--- config.mk ---
export PLATFORM = sky130hd
export DESIGN_NAME = card_uid_access_table
export DESIGN_NICKNAME = d
export VERILOG_FILES = /design/src/cuat_pkg.sv /design/src/cuat_ctrl.sv /design/src/cuat_dp.sv /design/src/card_uid_access_table.sv
export SDC_FILE = /design/constraint.sdc
export NUM_CORES = 1
export LEC_CHECK = 0
export BUFFER_PORTS_ARGS = -buffer_cell sky130_fd_sc_hd__buf_4
export CORE_MARGIN = 2
export CORE_UTILIZATION = 35
export DETAILED_ROUTE_END_ITERATION = 10
export PLACE_DENSITY = 0.58
export SLEW_MARGIN = 15
export SYNTH_ARGS = -nofsm -noshare
export SYNTH_HDL_FRONTEND = slang
export SYNTH_SLANG_ARGS = --single-unit
--- constraint.sdc ---
create_clock -name clk -period 15.8 [get_ports clk]
set_input_delay 3.16 -clock clk [delete_from_list [all_inputs] [get_ports clk]]
set_output_delay 3.16 -clock clk [all_outputs]
set_load 0.05 [all_outputs]
--- src/cuat_pkg.sv ---
// ----------------------------------------------------------------------------
// Card UID access table package
// Shared widths, action and status codes, controller states and the command
// and status bundles that join the controller to the datapath.
// ----------------------------------------------------------------------------
package cuat_pkg;

  localparam int ACTION_W = 2;
  localparam int LEN_W    = 4;
  localparam int LOW_W    = 64;
  localparam int HIGH_W   = 16;
  localparam int STATUS_W = 2;
  localparam int INDEX_W  = 4;
  localparam int COUNT_W  = 4;
  localparam int SEQ_W    = 32;
  localparam int BYTE_W   = 8;
  localparam int PORT_UID_BYTES = (LOW_W + HIGH_W) / BYTE_W;

  localparam logic [ACTION_W-1:0] ACT_CHECK = 2'd0;
  localparam logic [ACTION_W-1:0] ACT_ADD   = 2'd1;
  localparam logic [ACTION_W-1:0] ACT_CLEAR = 2'd2;

  localparam logic [STATUS_W-1:0] STAT_OK      = 2'd0;
  localparam logic [STATUS_W-1:0] STAT_BAD_LEN = 2'd1;
  localparam logic [STATUS_W-1:0] STAT_FULL    = 2'd2;

  localparam logic [INDEX_W-1:0] NO_MATCH_INDEX = 4'hF;
  localparam logic [BYTE_W-1:0]  BYTE_MASK      = 8'hFF;

  typedef enum logic [1:0] {
    ST_IDLE,
    ST_SCAN,
    ST_COMMIT
  } state_t;

  typedef struct packed {
    logic start;
    logic scan;
    logic commit;
  } cuat_cmd_t;

  typedef struct packed {
    logic needs_scan;
    logic scan_done;
    logic out_free;
  } cuat_stat_t;

endpackage

--- src/cuat_ctrl.sv ---
// ----------------------------------------------------------------------------
// Card UID access table controller
// Sequences one request at a time: accept, a table scan when one is needed, then
// commit of the result into the output register.
// ----------------------------------------------------------------------------
module cuat_ctrl (
  input  logic                 clk,
  input  logic                 rst,
  input  logic                 req_valid,
  output logic                 req_ready,
  input  cuat_pkg::cuat_stat_t stat,
  output cuat_pkg::cuat_cmd_t  cmd
);
  import cuat_pkg::*;

  state_t state;
  state_t state_next;

  always_ff @(posedge clk) begin
    if (rst) begin
      state <= ST_IDLE;
    end else begin
      state <= state_next;
    end
  end

  always_comb begin
    state_next = state;
    unique case (state)
      ST_IDLE: begin
        if (req_valid) begin
          state_next = stat.needs_scan ? ST_SCAN : ST_COMMIT;
        end
      end
      ST_SCAN: begin
        if (stat.scan_done) begin
          state_next = ST_COMMIT;
        end
      end
      ST_COMMIT: begin
        if (stat.out_free) begin
          state_next = ST_IDLE;
        end
      end
      default: begin
        state_next = ST_IDLE;
      end
    endcase
  end

  always_comb begin
    req_ready  = 1'b0;
    cmd        = '0;
    unique case (state)
      ST_IDLE: begin
        req_ready = !rst;
        cmd.start = req_valid && !rst;
      end
      ST_SCAN: begin
        cmd.scan = 1'b1;
      end
      ST_COMMIT: begin
        cmd.commit = stat.out_free;
      end
      default: begin
        req_ready = 1'b0;
      end
    endcase
  end

endmodule

--- src/cuat_dp.sv ---
// ----------------------------------------------------------------------------
// Card UID access table datapath
// Request register, entry memory with a sequential compare, entry and
// sequence counters, and the result register.
// ----------------------------------------------------------------------------
module cuat_dp #(
  parameter int MAX_ENTRIES   = 9,
  parameter int UID_MAX_BYTES = 10
) (
  input  logic                              clk,
  input  logic                              rst,
  input  logic [cuat_pkg::ACTION_W-1:0]     action,
  input  logic [cuat_pkg::LEN_W-1:0]        uid_length,
  input  logic [cuat_pkg::LOW_W-1:0]        uid_low_bytes,
  input  logic [cuat_pkg::HIGH_W-1:0]       uid_high_bytes,
  input  logic                              enable_flag,
  input  cuat_pkg::cuat_cmd_t               cmd,
  output cuat_pkg::cuat_stat_t              stat,
  output logic                              rsp_valid,
  input  logic                              rsp_ready,
  output logic [cuat_pkg::STATUS_W-1:0]     status,
  output logic                              found,
  output logic                              authorized,
  output logic [cuat_pkg::INDEX_W-1:0]      match_index,
  output logic                              table_empty,
  output logic [cuat_pkg::COUNT_W-1:0]      entry_count,
  output logic [cuat_pkg::SEQ_W-1:0]        change_sequence
);
  import cuat_pkg::*;

  localparam int IDX_W = (MAX_ENTRIES > 1) ? $clog2(MAX_ENTRIES) : 1;
  localparam int CNT_W = $clog2(MAX_ENTRIES + 1);
  localparam int UID_W = UID_MAX_BYTES * BYTE_W;

  logic [PORT_UID_BYTES*BYTE_W-1:0] port_uid;
  logic [PORT_UID_BYTES*BYTE_W-1:0] clip_uid;
  logic                             len_ok_in;

  logic [ACTION_W-1:0] req_action;
  logic [LEN_W-1:0]    req_len;
  logic [UID_W-1:0]    req_uid;
  logic                req_flag;
  logic                req_len_ok;

  logic [UID_W-1:0] mem_uid [MAX_ENTRIES];
  logic [LEN_W-1:0] mem_len [MAX_ENTRIES];
  logic             mem_en  [MAX_ENTRIES];
  logic [UID_W-1:0] rd_uid;
  logic [LEN_W-1:0] rd_len;
  logic             rd_en;
  logic             rd_req;

  logic [CNT_W-1:0] scan_idx;
  logic             cmp_vld;
  logic [IDX_W-1:0] cmp_idx;
  logic             match;
  logic             hit;
  logic [IDX_W-1:0] hit_idx;
  logic             hit_en;

  logic [CNT_W-1:0] held_count;
  logic [CNT_W-1:0] held_count_next;
  logic [SEQ_W-1:0] seq_count;
  logic [SEQ_W-1:0] seq_count_next;
  logic             wr_en;
  logic [IDX_W-1:0] wr_addr;

  logic [STATUS_W-1:0] res_status;
  logic                res_found;
  logic                res_auth;
  logic [INDEX_W-1:0]  res_index;

  assign port_uid  = {uid_high_bytes, uid_low_bytes};
  assign len_ok_in = (uid_length != '0) && (uid_length <= LEN_W'(UID_MAX_BYTES));

  always_comb begin
    clip_uid = '0;
    for (int b = 0; b < PORT_UID_BYTES; b++) begin
      if (LEN_W'(b) < uid_length) begin
        clip_uid[b*BYTE_W +: BYTE_W] = port_uid[b*BYTE_W +: BYTE_W] & BYTE_MASK;
      end
    end
  end

  assign stat.needs_scan = ((action == ACT_CHECK) || (action == ACT_ADD)) && len_ok_in;

  always_ff @(posedge clk) begin
    if (cmd.start) begin
      req_action <= action;
      req_len    <= uid_length;
      req_uid    <= clip_uid[UID_W-1:0];
      req_flag   <= enable_flag;
      req_len_ok <= len_ok_in;
    end
  end

  assign rd_req = cmd.scan && (scan_idx < held_count);

  always_ff @(posedge clk) begin
    if (wr_en) begin
      mem_uid[wr_addr] <= req_uid;
      mem_len[wr_addr] <= req_len;
      mem_en[wr_addr]  <= req_flag;
    end
    if (rd_req) begin
      rd_uid <= mem_uid[scan_idx[IDX_W-1:0]];
      rd_len <= mem_len[scan_idx[IDX_W-1:0]];
      rd_en  <= mem_en[scan_idx[IDX_W-1:0]];
    end
  end

  assign match          = cmp_vld && (rd_len == req_len) && (rd_uid == req_uid);
  assign stat.scan_done = match || (!cmp_vld && (scan_idx >= held_count));

  always_ff @(posedge clk) begin
    if (rst) begin
      scan_idx <= '0;
      cmp_vld  <= 1'b0;
      hit      <= 1'b0;
    end else if (cmd.start) begin
      scan_idx <= '0;
      cmp_vld  <= 1'b0;
      hit      <= 1'b0;
    end else if (cmd.scan) begin
      cmp_vld <= rd_req;
      if (rd_req) begin
        scan_idx <= scan_idx + CNT_W'(1);
      end
      if (match) begin
        hit <= 1'b1;
      end
    end
  end

  always_ff @(posedge clk) begin
    if (cmd.scan) begin
      cmp_idx <= scan_idx[IDX_W-1:0];
      if (match) begin
        hit_idx <= cmp_idx;
        hit_en  <= rd_en;
      end
    end
  end

  always_comb begin
    held_count_next = held_count;
    seq_count_next  = seq_count;
    wr_en           = 1'b0;
    wr_addr         = hit_idx;
    res_status      = STAT_OK;
    res_found       = 1'b0;
    res_auth        = 1'b0;
    res_index       = NO_MATCH_INDEX;
    if (cmd.commit) begin
      priority if ((req_action == ACT_CHECK) || (req_action == ACT_ADD)) begin
        priority if (!req_len_ok) begin
          res_status = STAT_BAD_LEN;
        end else if (req_action == ACT_CHECK) begin
          if (hit) begin
            res_found = 1'b1;
            res_auth  = hit_en;
            res_index = INDEX_W'(hit_idx);
          end
        end else if (hit) begin
          wr_en          = 1'b1;
          seq_count_next = seq_count + SEQ_W'(1);
        end else if (held_count >= CNT_W'(MAX_ENTRIES)) begin
          res_status = STAT_FULL;
        end else begin
          wr_en           = 1'b1;
          wr_addr         = held_count[IDX_W-1:0];
          held_count_next = held_count + CNT_W'(1);
          seq_count_next  = seq_count + SEQ_W'(1);
        end
      end else if (req_action == ACT_CLEAR) begin
        held_count_next = '0;
        seq_count_next  = seq_count + SEQ_W'(1);
      end else begin
        res_status = STAT_OK;
      end
    end
  end

  always_ff @(posedge clk) begin
    if (rst) begin
      held_count <= '0;
      seq_count  <= '0;
      rsp_valid  <= 1'b0;
    end else if (cmd.commit) begin
      held_count <= held_count_next;
      seq_count  <= seq_count_next;
      rsp_valid  <= 1'b1;
    end else if (rsp_ready) begin
      rsp_valid  <= 1'b0;
    end
  end

  always_ff @(posedge clk) begin
    if (cmd.commit) begin
      status          <= res_status;
      found           <= res_found;
      authorized      <= res_auth;
      match_index     <= res_index;
      table_empty     <= (held_count_next == '0);
      entry_count     <= COUNT_W'(held_count_next);
      change_sequence <= seq_count_next;
    end
  end

  assign stat.out_free = !rsp_valid || rsp_ready;

`ifndef ASSERT_OFF
  a_commit_into_free_slot: assert property (@(posedge clk) disable iff (rst)
    cmd.commit |-> (!rsp_valid || rsp_ready))
    else $error("Result committed over an unread beat.");

  a_seq_only_on_commit: assert property (@(posedge clk) disable iff (rst)
    !cmd.commit |=> $stable(seq_count))
    else $error("Sequence count changed outside a commit.");

  a_count_matches_result: assert property (@(posedge clk) disable iff (rst)
    rsp_valid |-> (entry_count == COUNT_W'(held_count)))
    else $error("Reported entry count differs from the table.");

  a_full_reported: assert property (@(posedge clk) disable iff (rst)
    (cmd.commit && (req_action == ACT_ADD) && req_len_ok && !hit &&
     (held_count == CNT_W'(MAX_ENTRIES))) |=> (status == STAT_FULL))
    else $error("Add into a full table not reported as full.");
`endif

endmodule

--- src/card_uid_access_table.sv ---
// ----------------------------------------------------------------------------
// Card UID access table
// Small list of card UIDs searched by exact match of length and bytes, with
// check, add-or-update and clear actions and a change sequence count.
//
//   Channel   Handshake               Payload
//   request   req_valid / req_ready   action, uid_length, uid_low_bytes,
//                                     uid_high_bytes, enable_flag
//   response  rsp_valid / rsp_ready   status, found, authorized, match_index,
//                                     table_empty, entry_count, change_sequence
//
// A check or add of valid length scans the entries held, stopping at the first
// match; one entry is compared per cycle.
// A clear, an unused action or a bad length skips the scan and goes to commit.
// One request is in progress at a time; the next is taken once the result is
// registered, and its own commit waits while that earlier beat is unread.
// Reset empties the table and zeroes the sequence count at once.
// ----------------------------------------------------------------------------
module card_uid_access_table #(
  parameter int MAX_ENTRIES   = 9,
  parameter int UID_MAX_BYTES = 10
) (
  input  logic                          clk,
  input  logic                          rst,
  input  logic                          req_valid,
  output logic                          req_ready,
  input  logic [cuat_pkg::ACTION_W-1:0] action,
  input  logic [cuat_pkg::LEN_W-1:0]    uid_length,
  input  logic [cuat_pkg::LOW_W-1:0]    uid_low_bytes,
  input  logic [cuat_pkg::HIGH_W-1:0]   uid_high_bytes,
  input  logic                          enable_flag,
  output logic                          rsp_valid,
  input  logic                          rsp_ready,
  output logic [cuat_pkg::STATUS_W-1:0] status,
  output logic                          found,
  output logic                          authorized,
  output logic [cuat_pkg::INDEX_W-1:0]  match_index,
  output logic                          table_empty,
  output logic [cuat_pkg::COUNT_W-1:0]  entry_count,
  output logic [cuat_pkg::SEQ_W-1:0]    change_sequence
);
  import cuat_pkg::*;

  cuat_cmd_t  cmd;
  cuat_stat_t stat;

  cuat_ctrl u_ctrl (
    .clk       (clk),
    .rst       (rst),
    .req_valid (req_valid),
    .req_ready (req_ready),
    .stat      (stat),
    .cmd       (cmd)
  );

  cuat_dp #(
    .MAX_ENTRIES   (MAX_ENTRIES),
    .UID_MAX_BYTES (UID_MAX_BYTES)
  ) u_dp (
    .clk             (clk),
    .rst             (rst),
    .action          (action),
    .uid_length      (uid_length),
    .uid_low_bytes   (uid_low_bytes),
    .uid_high_bytes  (uid_high_bytes),
    .enable_flag     (enable_flag),
    .cmd             (cmd),
    .stat            (stat),
    .rsp_valid       (rsp_valid),
    .rsp_ready       (rsp_ready),
    .status          (status),
    .found           (found),
    .authorized      (authorized),
    .match_index     (match_index),
    .table_empty     (table_empty),
    .entry_count     (entry_count),
    .change_sequence (change_sequence)
  );

endmodule

# --- Word-level counts from Yosys, hierarchy flattened ---
# Memory sizes are Yosys's and may differ from the RTL's. A register that Yosys moved wholly into a read port is not among the register bits.
# Cells that the tools add are included.
op_classes:
  bitwise_logic: 2
  addsub: 3
  n_reduce_logical: 27
  order_cmp: 14
  muxes: 43
  eq_ne: 10
op_table:
  columns: ["cell", "count"]
  rows:
  - ["$mux 32", 6]
  - ["$eq 80x80->1", 1]
  - ["$mux 4", 13]
  - ["$add 32x1->32 const B", 1]
  - ["$mux 1", 18]
  - ["$lt 3x4->1 const A", 4]
  - ["$mux 2", 5]
  - ["$add 4x1->4 const B", 2]
  - ["$lt 1x4->1 const A", 2]
  - ["$lt 2x4->1 const A", 2]
  - ["$lt 4x4->1 const A", 2]
  - ["$logic_and 1x1->1", 7]
  - ["$eq 2x1->1 const B", 3]
  - ["$logic_not 2->1", 3]
  - ["$pmux 2 s3", 1]
  - ["$reduce_and 3->1", 2]
  - ["$eq 2x2->1 const B", 2]
  - ["$eq 4x4->1", 1]
  - ["$ge 4x4->1", 1]
  - ["$ge 4x4->1 const B", 1]
  - ["$le 4x4->1 const B", 1]
  - ["$logic_not 4->1", 1]
  - ["$logic_or 1x1->1", 4]
  - ["$lt 4x4->1", 1]
  - ["other kinds (10)", 15]
totals:
  ff_bits: 187
  mem_count: 3
  mem_bits_rw: 765
  word_cells: 134
  output_inout_bits: 47
memory_table:
  columns: ["memory", "words", "word_bits", "read_ports", "rd_clocked_by_memory_dff", "write_ports", "line_no", "text"]
  rows:
  - ["u_dp.mem_uid", 9, 80, 1, 1, 1, "cuat_dp.sv:45", "logic [UID_W-1:0] mem_uid [MAX_ENTRIES];"]
  - ["u_dp.mem_len", 9, 4, 1, 1, 1, "cuat_dp.sv:46", "logic [LEN_W-1:0] mem_len [MAX_ENTRIES];"]
  - ["u_dp.mem_en", 9, 1, 1, 1, 1, "cuat_dp.sv:47", "logic mem_en [MAX_ENTRIES];"]

# --- Depth between registers and ports, before layout ---
# Gate-level depths: netlist of the first run.
logic_depth:
  depth_word: 9
  ltp_mapped: 12
  mapped_depth_nobuf: 8

# --- Modules after synthesis ---
# A second synthesis of the first run with hierarchy kept.
hier_totals:
  hier_cells: 2134
  hier_area_um2: 40247.4
by_module_without_submodules:
  columns: ["mod", "seq_area_each_um2", "cells_each", "instances", "area_each_um2"]
  rows:
  - ["cuat_dp", 30649.4, 2120, 1, 40127.2]
  - ["cuat_ctrl", 40.0, 14, 1, 120.1]

# --- Worst setup path before layout of the first run ---
# OpenSTA, ideal clock, no wires.
synth_path:
  path_kind: "input port to flip-flop"
  startpoint: "in rsp_ready"
  endpoint: "mem u_dp.mem_en[8], enable pin"
  t_arrival_ps: 11876
  stages: 5
  required_time_ps: 15063
  setup_slack_ps: 3187
  path_cell_list: "nand2b_1 nand2b_1 clkbuf_1 clkbuf_1 nor4_1"
synth_between:
  elab_chain_len: 5
  elab_cells_between_ends: 6
synth_lines:
  columns: ["item", "line_no", "text"]
  rows:
  - ["start: declaration", "card_uid_access_table.sv:33", "input logic rsp_ready,"]
  - ["$logic_or 1x1->1 (*)", "cuat_dp.sv:210", "assign stat.out_free = !rsp_valid || rsp_ready;"]
  - ["$mux 1 (*)", "cuat_ctrl.sv:54", "unique case (state)"]
  - ["$mux 1", "cuat_dp.sv:154", "if (cmd.commit) begin"]
  - ["$mux 1", "cuat_dp.sv:100", "if (wr_en) begin"]
  - ["$mux 1 (implied by the code)", "cuat_dp.sv:103", "mem_en[wr_addr] <= req_flag;"]
  - ["end: declaration", "cuat_dp.sv:47", null]
# Every way passes the cells marked *; elsewhere a longest branch is shown, timed or not.

# --- Worst setup path in the final report of the first run ---
layout_path:
  startpoint: "in rst"
  endpoint: "out req_ready"
layout_between:
  elab_chain_len: 2
layout_lines:
  columns: ["item", "line_no", "text"]
  rows:
  - ["start: declaration", "card_uid_access_table.sv:24", "input logic rst,"]
  - ["$logic_not 1->1", "cuat_ctrl.sv:56", "req_ready = !rst;"]
  - ["$mux 1", "cuat_ctrl.sv:54", null]
  - ["end: declaration", "card_uid_access_table.sv:26", "output logic req_ready,"]
# Every way passes these cells.

==> key figures, run 1 <==
Yosys
  – Post-synth top area share: 0.7424
  – Number of synthesized flops with an enable pin: 992
  – Yosys warns: 0
  – Cell area after synthesis: 40120 um^2
  – Synth area leader: edfxtp_1
  – Top post-synthesis cells by area: edfxtp_1 (74%), mux4_2 (9.5%), dfxtp_1 (2.2%)
  – #FFs+latches synth: 1037
  – Post-Synthesis Cells: 2116
  – Top_reg_cell synth: edfxtp_1
  – Syn Nets: 2216
  – Syn avg cell area: 18.96 um^2
  – Count of different cell masters after synthesis: 60
  – FFs w/ async S/R, synth: 0
  – Register area share after synthesis: 0.7649

Status
  – Status: completed

Placed design
  – Port bufs: 137
  – Post-DP Area: 43060 um^2
  – GPL Wtd Cong: 0.7789
  – Place WS: 8738 ps
  – Final HPWL DP: 53010 um

Routing
  – Post-DR wirelength/cell: 23.62 um
  – Routed Antenna Nets: 0
  – Metal-1 WL: 39850 um
  – Highest metal used: met5
  – DRT Pass-1 Iters: 5
  – Post-Route WL: 92200 um
  – Met3 wire length: 5503 um
  – Vias/cell: 5.080
  – Initial detailed-routing violation count: 1778
  – Detailed-route via count: 19833
  – Drt drc: 0
  – DR WL met2: 44370 um

Critical path
  – Kind of critical path: in -> out
  – Worst reg2reg path endpoint: u_dp.mem_uid[2][75]$_DFFE_PP_
  – R2R depth: 9
  – Worst r2r src: u_dp.held_count[1]$_SDFFE_PP0P_
  – FF-to-FF setup slack: 11020 ps
  – Critical Path End: req_ready
  – Crit path from: rst
  – Startpoint Class: input port
  – Crit path required time: 12640 ps
  – Critical path arrival: 3900 ps
  – Setup crit end kind: output port
  – Crit Path Max Fanout: 45

Die
  – Die footprint: 117400 um^2
  – Total core area: 114000 um^2
  – Num rows: 124
  – Top Ports: 138
  – DIE WIDTH: 342.6 um
  – Die height: 342.6 um
  – Initial core utilization: 0.3519

Timing
  – Rel. slew slack: 0.2604
  – Fin crit share: 0.4470
  – TNS Setup: 0 ps
  – # setup viols final: 0
  – Post-layout min period: 7063 ps
  – F_max: 141.6 MHz
  – Fin worst setup slack: 8737 ps
  – Max Slew Vio Count: 0
  – Worst Tran Pin Value: 1094 ps
  – Clock Skew: 56.44 ps
  – Worst hold margin: 410.7 ps
  – Unrepaired setup endpoints after global routing: false
  – Fin. Hold Viols: 0

GRT
  – Total gr overflow: 0
  – Initial antenna violation count: 4
  – GRT Overall Usage: 0.1571
  – First-pass GRT wire length: 136300 um
  – Number of global-route vias before repair: 20713
  – Largest net degree at the start of global routing: 127

Clocking
  – Clock root cell: clkbuf_16
  – H-tree levels: 3
  – # hold bufs at CTS: 0
  – Post-CTS sizing: 0
  – CTS tree: built
  – Clock sinks: 1037
  – Number of CTS-inserted buffers: 104
  – Longest Clk Path Bufs: 3
  – Clock transition at path regs: 60 ps
  – Clock latency on the worst-skew pair: 700 ps
  – Post-CTS Setup Inserts: 0

Power
  – P per Cell Area: 118.9 nW/um^2
  – Peak VDD IR: 92.29 uV
  – Leak: 14.14 nW

Cells and area
  – Most frequent cells in the layout: edfxtp_1 (992), mux4_2 (170), buf_4 (168), nand2_1 (125), clkbuf_16 (104)
  – Total Nets Final: 2405
  – Sequential cell area: 30700 um^2
  – Fillers: 10172
  – Final instance area: 46270 um^2
  – Antenna Cells: 0
  – Share of layout cells above drive strength 1: 0.2145
  – Final Util: 0.4057
  – Area Overhead vs Synth: 15.30%
  – Commonest non-fill, non-tap cell in the layout: edfxtp_1
  – Area of the multi-input gates: 9024 um^2

Worst hold path
  – Hold Path Class: reg -> reg

Flow run
  – Max Cap Viol: 0
worst min-delay path by stage:
stage                                     end  cells after the start  slack [ps]                      start
global placement    u_dp.hit_idx[3]$_DFFE_PP_                      0         400  u_dp.cmp_idx[3]$_DFFE_PP_
floorplan               u_dp.hit_en$_DFFE_PP_                      0         400       u_dp.rd_en$_DFFE_PP_
finish              u_dp.hit_idx[2]$_DFFE_PP_                      0         410  u_dp.cmp_idx[2]$_DFFE_PP_
detailed placement  u_dp.hit_idx[1]$_DFFE_PP_                      0         400  u_dp.cmp_idx[1]$_DFFE_PP_
global route        u_dp.hit_idx[2]$_DFFE_PP_                      0         420  u_dp.cmp_idx[2]$_DFFE_PP_
CTS                 u_dp.hit_idx[0]$_DFFE_PP_                      0         410  u_dp.cmp_idx[0]$_DFFE_PP_
cells in the mapped netlist, types with 5 or more instances:
master,instances
o21ai_0,92
mux4_2,170
nor2b_1,59
dfxtp_1,45
edfxtp_1,992
nor2_1,75
nand2b_1,18
nor3_1,22
nand2_1,125
o22ai_1,8
or3_1,5
inv_1,35
buf_1,13
and2_1,35
nand4_1,28
mux2i_1,87
a21oi_1,17
buf_2,15
xor2_1,37
xnor2_1,79
ha_1,9
nor4_1,12
nand3_1,16
clkbuf_1,57
per-stage QoR:
stage	std cells	total power, W
floorplan	2116	0.003167
global placement	3711	0.003235
detailed placement	3711	0.003240
CTS	3904	0.005562
global route	3904	0.005674
finish	3904	0.005501
metal layers:
metal / GRT usage / vias to the layer above
met3: 0.03175 / 147
met4: 0.04706 / 2
li1: - / 8723
met5: 0 / -
met2: 0.2561 / 633
met1: 0.2131 / 10328
report_power, final:
| group | internal, W | switching (W) |
|---|---|---|
| sequential | 0.00303 | 0.0000365 |
| clock | 0.00128 | 0.00104 |
| combinational | 0.0000397 | 0.0000758 |
state kept, by name, summed over array words and instances (netlist names), 2 cells and up:
| register | count |
|---|---|
| u_dp.mem_uid | 720 |
| u_dp.req_action | 2 |
| u_dp.cmp_idx | 4 |
| u_dp.rd_len | 4 |
| u_dp.entry_count | 4 |
| u_dp.change_sequence | 32 |
| u_dp.seq_count | 32 |
| u_dp.req_uid | 80 |
| u_dp.match_index | 4 |
| u_dp.hit_idx | 4 |
| u_ctrl.state | 2 |
| u_dp.held_count | 4 |
| u_dp.req_len | 4 |
| u_dp.mem_len | 36 |
| u_dp.rd_uid | 80 |
| u_dp.status | 2 |
| u_dp.mem_en | 9 |
| u_dp.scan_idx | 4 |
logic make-up (layout without fill, tap and decap cells):
family | Yosys count | after routing | synth area share
flip-flops | 1037 | 1037 | 0.7649
AND/OR/NAND/NOR | 424 | 424 | 0.05454
multiplexers | 257 | 257 | 0.1171
AO/OA/AOI/OAI | 151 | 151 | 0.02311
buffers and inverters | 122 | 398 | 0.01226
XOR/XNOR | 116 | 116 | 0.02532
adder cells (fa/ha/maj) | 9 | 9 | 0.002806
critical path, stage by stage:
cell and delay [ps]:
buf_4 410, nor3_1 100, buf_4 210
final cells by class:
| type | count | area share |
|---|---|---|
| Inverter | 35 | 0.002921 |
| Timing Repair Buffer | 170 | 0.02813 |
| Tap cell | 1512 | 0.04089 |
| Multi-Input combinational cell | 957 | 0.1950 |
| Clock inverter | 67 | 0.01133 |
| Sequential cell | 1037 | 0.6637 |
| Clock buffer | 126 | 0.05804 |
(Power assumes the default switching activity.)
==> run 2, diff against run 1 <==
--- a/config.mk
+++ b/config.mk
@@ -9,7 +9,7 @@
 export CORE_MARGIN = 2
 export CORE_UTILIZATION = 35
 export DETAILED_ROUTE_END_ITERATION = 10
-export PLACE_DENSITY = 0.58
+export PLACE_DENSITY = 0.6
 export SLEW_MARGIN = 15
 export SYNTH_ARGS = -nofsm -noshare
 export SYNTH_HDL_FRONTEND = slang
==> constraint.sdc (replaced) <==
create_clock -name clk -period 6.2 [get_ports clk]
set_input_delay 1.24 -clock clk [delete_from_list [all_inputs] [get_ports clk]]
set_output_delay 1.24 -clock clk [all_outputs]
set_load 0.05 [all_outputs]
==> run 2 against run 1 <==
Routed wire length down 0.92%. Die area unchanged. Core utilization up 0.12 points. Cell area up 0.30%. Critical path depth up 5. Critical endpoint is now u_dp.mem_uid[0][69]$_DFFE_PP_.
==> key figures, run 2 (synthesis results as in run 1) <==
Status
  – Status: completed

Power
  – Leak: 14.15 nW (about the same)
  – Internal Power: 0.01115 W (+160%)
  – Clk pwr share: 0.425 (+0.003)
  – Psw: 0.002936 W (+150%)
  – Sw frac: 0.2084 (-0.001101)
  – P per Cell Area: 303.6 nW/um^2 (+160%)
  – Combinational fraction of design power: 0.022 (about the same)
  – Peak VDD IR: 208.7 uV (+130%)
  – Sequential share of power: 0.554 (-0.003)

Routing
  – Initial detailed-routing violation count: 1814 (+2.0%)
  – Highest metal used: met5
  – Metal-1 WL: 40240 um (+0.99%)
  – DRT Pass-1 Iters: 5 (unchanged)
  – Post-DR wirelength/cell: 23.46 um (-0.67%)
  – Vias/cell: 5.080 (about the same)
  – Routed Antenna Nets: 0 (unchanged)
  – DR WL met2: 43260 um (-2.5%)
  – Drt drc: 0 (unchanged)
  – Post-Route WL: 91350 um (-0.92%)
  – Detailed-route via count: 19782 (-0.26%)
  – Met3 wire length: 5618 um (+2.1%)

GRT
  – Initial antenna violation count: 4 (unchanged)
  – Number of global-route vias before repair: 20378 (-1.6%)
  – First-pass GRT wire length: 135200 um (-0.83%)
  – Largest net degree at the start of global routing: 131 (+3.1%)
  – Total gr overflow: 0 (unchanged)
  – GRT Overall Usage: 0.1556 (-0.001565)

Worst hold path
  – Worst Hold Launch: u_dp.cmp_idx[1]$_DFFE_PP_
  – Hold Path Class: reg -> reg
  – Min-Delay Endpoint: u_dp.hit_idx[1]$_DFFE_PP_
  – Worst hold path depth: 0 (unchanged)

Timing
  – Worst Tran Pin Value: 1131 ps (+36.44 ps)
  – Clock Skew: 59.34 ps (+2.897 ps)
  – Fin. Hold Viols: 0 (unchanged)
  – Rel. slew slack: 0.2443 (-0.01614)
  – F_max: 233.2 MHz
  – Post-layout min period: 4288 ps
  – Fin worst setup slack: 1912 ps (-6825 ps)
  – Worst hold margin: 420.9 ps (+10.20 ps)
  – # setup viols final: 0 (unchanged)
  – Max Slew Vio Count: 0 (unchanged)
  – TNS Setup: 0 ps (unchanged)
  – Fin crit share: 0.6916
  – Unrepaired setup endpoints after global routing: false

Cells and area
  – Post-Layout Cell Count: 3894 (-0.26%)
  – Area Overhead vs Synth: 15.65%
  – Fillers: 10129 (-0.42%)
  – Final Util: 0.4069 (+0.001218)
  – Total Nets Final: 2399 (-0.25%)
  – Commonest non-fill, non-tap cell in the layout: edfxtp_1
  – Largest reg by FF count: u_dp.mem_uid
  – Regs by FF count: u_dp.mem_uid x720, u_dp.rd_uid x80, u_dp.req_uid x80
  – Largest register FFs: 720 (unchanged)
  – Share of layout cells above drive strength 1: 0.2125 (-0.001949)
  – Most frequent cells in the layout: edfxtp_1 (992), mux4_2 (170), buf_4 (151), nand2_1 (125), clkbuf_16 (103)

Die
  – Initial core utilization: 0.3519 (unchanged)
  – Die footprint: 117400 um^2 (unchanged)
  – DIE WIDTH: 342.6 um (unchanged)
  – Num rows: 124 (unchanged)
  – Total core area: 114000 um^2 (unchanged)
  – Top Ports: 138 (unchanged)
  – Die height: 342.6 um (unchanged)

Clocking
  – Number of CTS-inserted buffers: 103 (-0.96%)
  – # hold bufs at CTS: 0 (unchanged)
  – H-tree levels: 3 (unchanged)
  – Clock sinks: 1037 (unchanged)
  – Clock latency on the worst-skew pair: 700 ps (about the same)
  – CTS tree: built
  – Clock root cell: clkbuf_16
  – Longest Clk Path Bufs: 3 (unchanged)
  – Post-CTS sizing: 0 (unchanged)
  – Clock transition at path regs: 70 ps (about the same)
  – Post-CTS Setup Inserts: 0 (unchanged)

Critical path
  – Crit Path Max Fanout: 24 (-47%)
  – Worst reg2reg path endpoint: u_dp.mem_uid[0][69]$_DFFE_PP_
  – Critical path arrival: 4660 ps (+760 ps)
  – FF-to-FF setup slack: 1910 ps (-9110 ps)
  – Slowest cell on crit path: nor2_4
  – Worst r2r src: u_dp.held_count[1]$_SDFFE_PP0P_
  – Kind of critical path: reg -> reg
  – Setup crit end kind: register
  – Startpoint Class: register
  – WP buf/inv: 2 (unchanged)
  – Crit path largest cell delay: 960 ps (+550 ps)
  – R2R depth: 8 (-1)
  – Crit path required time: 6570 ps (-6070 ps)
  – Family with the most delay on the worst path: simple AND/OR/NAND/NOR gates
  – Cell Chain, Critical Path: inv_1 > ha_1 > or3b_4 > a2111oi_4 > mux2i_1 > nand2_1 > nor2_4 > buf_12

Placed design
  – Final HPWL DP: 51430 um (-3.0%)
  – Port bufs: 137 (unchanged)
  – Cells after DPL: 3706 (-0.13%)
  – GPL Wtd Cong: 0.8133 (+4.4%)
  – Place WS: 1810 ps (-6928 ps)

Flow run
  – Max Cap Viol: 0 (unchanged)
run 2: cell count changes in the layout (fill, tap and decap cells not counted), moves of 2 or more:
cell        previous run  this run
buf_4                168       151
buf_12                 2        14
clkinv_1              30        20
clkinv_2              23        16
clkbuf_1              22        28
bufinv_16              4         6
clkinvlp_4             3         5
run 2: stage by stage:
stage          power, W  instance area (um^2)
3_5_place_dp   0.008258                 43180
6_report        0.01409                 46400
3_3_place_gp   0.008249                 43180
4_1_cts         0.01424                 46400
5_1_grt         0.01451                 46400
2_1_floorplan  0.008070                 40140
run 2: power groups by stage:
stage | logic (W) | registers, W | clock network [W]
floorplan | 0.000103 | 0.00797 | 0
global placement | 0.000308 | 0.00794 | 0
detailed placement | 0.000309 | 0.00795 | 0
CTS | 0.000310 | 0.00780 | 0.00613
global route | 0.000324 | 0.00781 | 0.00638
finish | 0.000304 | 0.00780 | 0.00599
run 2: area by class of cell:
class,instances,area [um^2],area share
flip-flops and latches,1037,30700,0.6617
multi-input cells,957,9032,0.1946
clock buffers,132,2696,0.05811
well taps,1512,1892,0.04077
repair buffers,165,1414,0.03047
clock inverters,55,529.3,0.01141
inverters,35,133.9,0.002885
diodes,1,2.502,0.00005393
run 2: metal layers:
metal | track usage | vias to the layer above
met1 | 0.2181 | 10288
met3 | 0.02942 | 120
met4 | 0.04267 | 2
met5 | 0 | -
li1 | - | 8709
met2 | 0.2489 | 663
run 2: how the worst max path moves through the flow:
stage	start	to	slack, ps	cells past startpoint
after global routing	u_dp.held_count[1]$_SDFFE_PP0P_	u_dp.mem_uid[0][77]$_DFFE_PP_	1730	8
after detailed placement	rsp_ready	u_dp.mem_uid[0][77]$_DFFE_PP_	1810	7
after global placement	rsp_ready	u_dp.mem_uid[0][74]$_DFFE_PP_	1950	7
after floorplan	rsp_ready	u_dp.mem_en[0]$_DFFE_PP_	-50	6
after CTS	u_dp.held_count[1]$_SDFFE_PP0P_	u_dp.mem_uid[0][52]$_DFFE_PP_	1900	8
final	u_dp.held_count[1]$_SDFFE_PP0P_	u_dp.mem_uid[0][69]$_DFFE_PP_	1910	8
run 2: worst reg2reg max path: cells and delay by family (launching register included):
family          cells  cell delay (ps)
compound gates      1              800
fa+ha+maj           1              210
buf+inv             2              500
flops               1              420
mux                 1              400
simple gates        3             1690
